$ cat src/rtl/vga_text_line_generator_assert.svh
// assertion macros used by the line generator datapath
// needs a signal named clock and a synchronous reset named reset in scope
`ifndef VGA_TEXT_LINE_GENERATOR_ASSERT_SVH
`define VGA_TEXT_LINE_GENERATOR_ASSERT_SVH

// same-cycle implication, off during reset
`define VTLG_ASSERT_SAME(lbl, ante, cons, msg) \
   lbl: assert property (@(posedge clock) disable iff (reset) (ante) |-> (cons)) \
      else $error(msg);

// next-cycle implication, off during reset
`define VTLG_ASSERT_NEXT(lbl, ante, cons, msg) \
   lbl: assert property (@(posedge clock) disable iff (reset) (ante) |=> (cons)) \
      else $error(msg);

`endif

$ cat src/rtl/vtlg_pkg.sv
// shared types, codes and sizes of the text line generator
// no dependencies
`timescale 1ns / 1ps

package vtlg_pkg;

   // defaults of the top-level parameters
   localparam int ROWS_DEFAULT     = 32;
   localparam int MAX_COLS_DEFAULT = 32;

   // fixed geometry
   localparam int GLYPH_ROWS = 8;
   localparam int ROW_LINES  = 16;
   localparam int TB_DEPTH   = 1024;
   localparam int FS_DEPTH   = 2048;
   localparam int CHAR_W     = 8;
   localparam int COL_W      = 5;
   localparam int ROW_W      = 5;
   localparam int LINE_W     = 10;
   localparam int CCNT_W     = 6;
   localparam int GLYPH_W    = 3;

   // output queue
   localparam int FIFO_DEPTH = 4;
   localparam int PTR_W      = $clog2(FIFO_DEPTH);
   localparam int CNT_W      = PTR_W + 1;

   // request codes
   localparam logic [1:0] FUNC_VSYNC = 2'd0;
   localparam logic [1:0] FUNC_HSYNC = 2'd1;
   localparam logic [1:0] FUNC_TEXT  = 2'd2;
   localparam logic [1:0] FUNC_FONT  = 2'd3;

   // register indexes
   localparam logic [1:0] CSR_BACK_PORCH = 2'd0;
   localparam logic [1:0] CSR_VISIBLE    = 2'd1;
   localparam logic [1:0] CSR_COLUMNS    = 2'd2;

   typedef struct packed {
      logic vsync;
      logic write_text;
      logic write_font;
      logic porch_dec;
      logic start_line;
      logic issue;
      logic advance_line;
   } cmd_type;

   typedef struct packed {
      logic porch_busy;
      logic visible;
      logic cols_zero;
      logic issue_last;
      logic can_issue;
   } status_type;

   typedef struct packed {
      logic [CHAR_W-1:0] pixel_byte;
      logic [COL_W-1:0]  column;
      logic              last;
   } beat_type;

endpackage

$ cat src/rtl/vtlg_ctrl.sv
// request sequencer: decodes each beat and walks the columns of a line
// depends on vtlg_pkg
`timescale 1ns / 1ps

module vtlg_ctrl (
   input  logic                 clock,
   input  logic                 reset,
   input  logic                 req_valid,
   input  logic [1:0]           req_func,
   output logic                 req_stall,
   input  vtlg_pkg::status_type status,
   output vtlg_pkg::cmd_type    cmd
);

   localparam logic ST_IDLE = 1'b0;
   localparam logic ST_RUN  = 1'b1;

   logic state_ff;
   logic state_in;

   always_comb begin
      cmd      = '0;
      state_in = state_ff;
      unique case (state_ff)
         ST_IDLE: begin
            if (req_valid) begin
               unique case (req_func)
                  vtlg_pkg::FUNC_VSYNC: cmd.vsync      = 1'b1;
                  vtlg_pkg::FUNC_TEXT:  cmd.write_text = 1'b1;
                  vtlg_pkg::FUNC_FONT:  cmd.write_font = 1'b1;
                  vtlg_pkg::FUNC_HSYNC: begin
                     priority if (status.porch_busy) begin
                        cmd.porch_dec = 1'b1;
                     end else if (status.visible) begin
                        if (status.cols_zero) begin
                           cmd.advance_line = 1'b1;
                        end else begin
                           cmd.start_line = 1'b1;
                           state_in       = ST_RUN;
                        end
                     end else begin
                        // past the last visible line nothing happens
                     end
                  end
                  default: ;
               endcase
            end
         end
         ST_RUN: begin
            if (status.can_issue) begin
               cmd.issue = 1'b1;
               if (status.issue_last) begin
                  cmd.advance_line = 1'b1;
                  state_in         = ST_IDLE;
               end
            end
         end
         default: state_in = ST_IDLE;
      endcase
   end

   always_ff @(posedge clock) begin
      if (reset) begin
         state_ff <= ST_IDLE;
      end else begin
         state_ff <= state_in;
      end
   end

   assign req_stall = (state_ff == ST_RUN);

endmodule

$ cat config.mk
export PLATFORM = sky130hd
export DESIGN_NAME = vtlg_ctrl
export DESIGN_NICKNAME = d
export VERILOG_FILES = /design/src/rtl/vga_text_line_generator_assert.svh /design/src/rtl/vtlg_pkg.sv /design/src/rtl/vtlg_ctrl.sv
export SDC_FILE = /design/constraint.sdc
export NUM_CORES = 1
export LEC_CHECK = 0
export BUFFER_PORTS_ARGS = -buffer_cell sky130_fd_sc_hd__buf_2
export CAP_MARGIN = 25
export CORE_AREA = 2 2 39 41
export DETAILED_ROUTE_END_ITERATION = 6
export DIE_AREA = 0 0 41 43
export GPL_TIMING_DRIVEN = 0
export PLACE_DENSITY = 0.43
export SYNTH_ARGS = -nofsm -noshare
export SYNTH_HDL_FRONTEND = slang
export SYNTH_SLANG_ARGS = --single-unit
$ cat constraint.sdc
create_clock -name clock -period 1.98 [get_ports clock]
set_clock_uncertainty 0.2 [all_clocks]
set_input_delay 0.396 -clock clock [delete_from_list [all_inputs] [get_ports clock]]
set_output_delay 0.396 -clock clock [all_outputs]
set_load 0.05 [all_outputs]
==> results of run 1 <==
==> worst max-delay path by stage <==
stage                     start     end  slack [ns]  cells after the start
floorplan             req_stall  cmd[5]       -0.06                      2
global placement    req_func[1]  cmd[2]        0.19                      5
global route        req_func[1]  cmd[2]        0.15                      5
CTS                 req_func[1]  cmd[2]        0.19                      5
finish              req_func[1]  cmd[2]        0.19                      5
detailed placement  req_func[1]  cmd[2]        0.20                      5
==> Yosys cell counts <==
library cell | n | area [µm²]
nor2_1 | 1 | 3.75
and3_2 | 1 | 7.51
and2b_1 | 1 | 7.51
a21oi_1 | 1 | 5.00
nor3_2 | 1 | 10.0
nor2b_1 | 2 | 12.5
and3_1 | 2 | 12.5
a41o_1 | 1 | 10.0
and4bb_1 | 1 | 12.5
nor3b_1 | 1 | 7.51
nand2_1 | 1 | 3.75
dfxtp_1 | 1 | 20.0
nor3_1 | 1 | 5.00
nand2b_1 | 1 | 6.26
and2_1 | 1 | 6.26
==> stage by stage <==
step	setup TNS [ns]	std cells	cell area, µm²	hold slack (ns)	util
6_report	0	50	245	0.364	0.177
5_1_grt	0	50	245	0.368	0.177
4_1_cts	0	50	245	0.365	0.177
3_5_place_dp	0	50	245	0.365	0.177
3_3_place_gp	0	50	245	0.367	0.177
2_1_floorplan	-0.0627	17	140	0.266	-
==> area by class of cell <==
type	instances	area [µm²]	area share
Sequential cell	1	20.0	0.0816
Timing Repair Buffer	17	85.1	0.347
Multi-Input combinational cell	16	120	0.490
Tap cell	16	20.0	0.0816
==> power groups by stage <==
stage	registers, µW	logic (µW)	clock network (µW)
finish	21.3	38.9	0
global route	21.3	41.7	0
CTS	21.3	39.3	0
detailed placement	21.3	39.1	0
global placement	21.3	39.3	0
floorplan	22.0	22.7	0
==> worst max-delay path, delay by kind of cell <==
family / cells / cell delay, ns
AND/OR/NAND/NOR: 3 / 0.40
buffers and inverters: 2 / 0.38
==> routing by layer <==
| layer | up-vias | track usage | routed length, µm |
|---|---|---|---|
| li1 | 98 | - | - |
| met1 | 77 | 0.0571 | 176 |
| met4 | 0 | 0 | 0 |
| met3 | 0 | 0 | 51 |
| met5 | - | 0 | 0 |
| met2 | 11 | 0.0625 | 177 |
==> cells in the final DEF, fill, tap and decap left out, drive strengths merged <==
| master | n |
|---|---|
| and2 | 1 |
| nor3b | 1 |
| and4bb | 1 |
| dfxtp | 1 |
| nand2b | 1 |
| nor2b | 2 |
| a41o | 1 |
| nor2 | 1 |
| nor3 | 2 |
| and3 | 3 |
| nand2 | 1 |
| a21oi | 1 |
| buf | 17 |
| and2b | 1 |
==> cells by family after synthesis <==
group,Yosys count,synth area share
AOI/OAI and AO/OA,2,0.115
DFF,1,0.154
and+or+nand+nor,14,0.731
==> run_results.csv, run 1 <==
group,metric,value,unit
layout,nFillCells,164,
clock_network,cts_setup_buffers,0,
clock_network,clkLatencyLatePin,0,ns
worst_setup_path,endpoint_kind,"output port",
pwr,p_sw_frac,0.412,
flow_run,maxCapViolations,0,
worst_setup_path,reg2reg_to,"req_stall",
worst_setup_path,r2r_start,"req_stall",
logic_synthesis,yosys_warnings,0,
worst_setup_path,crit_type,"input pin to output port",
die,die_w,41,µm
detailed_routing,drc,0,
die,rows,14,
min_path,holdCritPathClass,"input pin to flop",
worst_setup_path,cpMostUsedCell,"buf_2",
worst_setup_path,r2r_cells,2,
pwr,power_switching,24.8,µW
sta,rsz0062_at_grt,"false",
pwr,power.internal,35.4,µW
logic_synthesis,synth_area_per_cell,7.65,µm²
global_routing,grt_max_degree,8,
worst_setup_path,r2r_setup_slack,0.97,ns
worst_setup_path,critPathSlowestCell,"and4bb_1",
sta,period_minus_slack,1.79,ns
pwr,clockPowerShare,0,
min_path,min_to,"req_stall",
placed_design,portBuffers,17,
logic_synthesis,ys_ff_latch,1,
placed_design,gp_congestion,0.553,
worst_setup_path,cp_max_fo,5,
pwr,power_leakage,0.000152,µW
pwr,ir_drop,0.0962,mV
placed_design,dp_slack,0.197,ns
detailed_routing,routed_wl,406,µm
layout,antenna_cells,0,
logic_synthesis,synth_nets,27,
min_path,worstHoldStart,"reset",
min_path,hold_depth,2,
detailed_routing,drt-wirelength-per-cell,8.12,µm
detailed_routing,drt-initial-drc-count,0,
pwr,power_frac_comb,0.647,
die,core,1380,µm²
die,ioPinCount,18,
detailed_routing,num_vias,186,
layout,largest_register_ffs,1,
sta,period_share,0.902,
global_routing,grt_pass1_wl,503,µm
clock_network,path_clk_slew,0,ns
global_routing,antenna_found_initial,0,
global_routing,grt_pass1_vias,135,
die,die_y,43,µm
layout,drive_gt1_frac,0.618,
placed_design,dpl.hpwl,363,µm
pwr,powerDensity,245,nW/µm²
global_routing,grt_usage,0.0380,
worst_setup_path,cp_data_required_time,1.38,ns
logic_synthesis,syn_inst,17,
clock_network,cts_repair_resize_count,0,
worst_setup_path,crit_chain,"buf_2 > and4bb_1 > nand2_1 > nor2_1 > buf_2",
layout,final_nets,46,
sta,hold_violations,0,
logic_synthesis,synth_area,130,µm²
die,start_util,0.0940,
sta,timing.fmax,0.560,GHz
die,dieArea,1760,µm²
worst_setup_path,cpPeakStageDelay,0.27,ns
detailed_routing,postRouteAntennaNets,0,
logic_synthesis,synth-seq-area-share,0.154,
sta,relSlewSlack,0.835,
layout,syn2layout_area_growth,88.5,%
sta,setup_slack,0.195,ns
outcome,run_status,"complete, no violations",
detailed_routing,viasPerCell,3.72,
worst_setup_path,cp-start-kind,"input pin",
pwr,fin_total_pwr,60.2,µW
global_routing,grt_overflow,0,
sta,worst_pin_slew,0.250,ns
clock_network,cts-hold-fix-buffers,0,
sta,drv_slew,0,
detailed_routing,first_pass_iters,1,
logic_synthesis,synthDistinctLibCells,15,
sta,finalSetupViolations,0,
pwr,power_frac_seq,0.353,
worst_setup_path,critPathArrivalTime,1.19,ns
Power figures use the tool's default switching activity.
==> inputs of run 2 (changes only) <==
Settings changed: PLACE_DENSITY 0.43 to 0.31.
==> run 2 against run 1 <==
Net effect:
- critical path depth unchanged
- combinational power grew 2%
- final cell count is the same
- register-to-register slack barely moved
- largest cell class unchanged
- critical endpoint unchanged
- hold slack better by 0.0025 ns
- first-iteration DRC count did not move
- global-route usage increased by 1.4 points
- total power is 1.3% higher
- setup slack worse by 0.0020 ns
- sequential share of layout area stayed put
- sequential power about the same
==> run_results.csv, run 2 (same netlist as run 1, synthesis figures left out) <==
group,metric,value,unit
pwr,p_sw_frac,0.419,
sta,drv_slew,0,
pwr,power_frac_seq,0.348,
pwr,power_frac_comb,0.652,
layout,seq_area,20.0,µm²
layout,layout.cells.non_filler,50,
sta,period_share,0.903,
die,start_util,0.0940,
sta,worst_pin_slew,0.251,ns
layout,final_cell_mix,"buf_2 (17), nor2b_1 (2), and3_1 (2), nor3_2 (2)",
global_routing,grt_pass1_wl,683,µm
global_routing,grt_max_degree,8,
worst_setup_path,crit_type,"input pin to output port",
worst_setup_path,cp_max_fo,5,
die,dieArea,1760,µm²
pwr,ir_drop,0.0982,mV
sta,relSlewSlack,0.834,
outcome,run_status,"complete, no violations",
pwr,clockPowerShare,0,
worst_setup_path,crit_chain,"buf_2 > and4bb_1 > nand2_1 > nor2_1 > buf_2",
worst_setup_path,cp-start-kind,"input pin",
pwr,powerDensity,249,nW/µm²
layout,final_nets,46,
sta,hold_violations,0,
layout,final_area,245,µm²
worst_setup_path,critPathSlowestCell,"and4bb_1",
sta,timing.fmax,0.560,GHz
layout,multi_input_area,120,µm²
worst_setup_path,critPathArrivalTime,1.19,ns
placed_design,gp_congestion,0.554,
layout,nFillCells,168,
die,die_y,43,µm
global_routing,antenna_found_initial,0,
layout,layout_commonest_cell,"buf_2",
detailed_routing,num_vias,199,
worst_setup_path,cpMostUsedCell,"buf_2",
clock_network,clkLatencyLatePin,0,ns
clock_network,cts-hold-fix-buffers,0,
global_routing,grt_pass1_vias,185,
detailed_routing,drt-wirelength-per-cell,9.24,µm
die,die_w,41,µm
placed_design,post_dp_cell_area,245,µm²
global_routing,grt_overflow,0,
pwr,power_switching,25.6,µW
worst_setup_path,cpPeakStageDelay,0.27,ns
clock_network,path_clk_slew,0,ns
layout,syn2layout_area_growth,88.5,%
detailed_routing,first_pass_iters,1,
sta,fin_tns_setup,0,ns
placed_design,portBuffers,17,
detailed_routing,postRouteAntennaNets,0,
sta,rsz0062_at_grt,"false",
layout,largest_register_ffs,1,
flow_run,maxCapViolations,0,
clock_network,cts_repair_resize_count,0,
min_path,holdCritPathClass,"input pin to flop",
die,core,1380,µm²
pwr,power_leakage,0.000152,µW
sta,period_minus_slack,1.79,ns
detailed_routing,drc,0,
detailed_routing,drt-initial-drc-count,0,
clock_network,cts_setup_buffers,0,
detailed_routing,routed_wl,462,µm
worst_setup_path,cp_num_buf_inv,2,
worst_setup_path,cp_data_required_time,1.38,ns
pwr,power.internal,35.4,µW
global_routing,grt_usage,0.0521,
layout,antenna_cells,0,
worst_setup_path,endpoint_kind,"output port",
placed_design,dp_cells,50,
worst_setup_path,cpLargestDelayFamily,"simple AND/OR/NAND/NOR gates",
layout,drive_gt1_frac,0.618,
die,ioPinCount,18,
die,rows,14,
placed_design,dpl.hpwl,417,µm
sta,holdWs,0.367,ns
detailed_routing,viasPerCell,3.98,
sta,finalSetupViolations,0,
-- run 2: final timing paths --
kind,from,endpoint,slack (ns),cells past startpoint
setup / recovery,req_func[1],cmd[2],0.19,5
hold / removal,reset,req_stall,0.37,2
setup reg to reg,req_stall,req_stall,0.98,2
hold reg to reg,req_stall,req_stall,0.42,2
-- run 2: per-stage QoR --
step | total power (µW) | setup slack, ns | utilization
detailed placement | 61.3 | 0.195 | 0.177
floorplan | 44.7 | -0.0627 | -
global placement | 60.5 | 0.192 | 0.177
CTS | 61.4 | 0.186 | 0.177
global route | 64.3 | 0.142 | 0.177
finish | 60.9 | 0.193 | 0.177
-- run 2: metal layers --
layer	GRT usage	wire length (µm)	vias up	share of wire
met2	0.100	180	16	0.39
met4	0	0	0	0
met1	0.0637	208	86	0.45
li1	-	-	97	-
met5	0	0	-	0
met3	0	74	0	0.16
-- run 2: power by group through the flow --
| stage | logic (µW) | registers [µW] | clock network (µW) |
|---|---|---|---|
| 2_1_floorplan | 22.7 | 22.0 | 0 |
| 3_3_place_gp | 39.3 | 21.2 | 0 |
| 3_5_place_dp | 40.0 | 21.2 | 0 |
| 4_1_cts | 40.1 | 21.3 | 0 |
| 5_1_grt | 43.0 | 21.3 | 0 |
| 6_report | 39.7 | 21.2 | 0 |
-- run 2: area by class of cell --
cell class	count	share of cell area
Sequential cell	1	0.0816
Multi-Input combinational cell	16	0.490
Timing Repair Buffer	17	0.347
Tap cell	16	0.0816
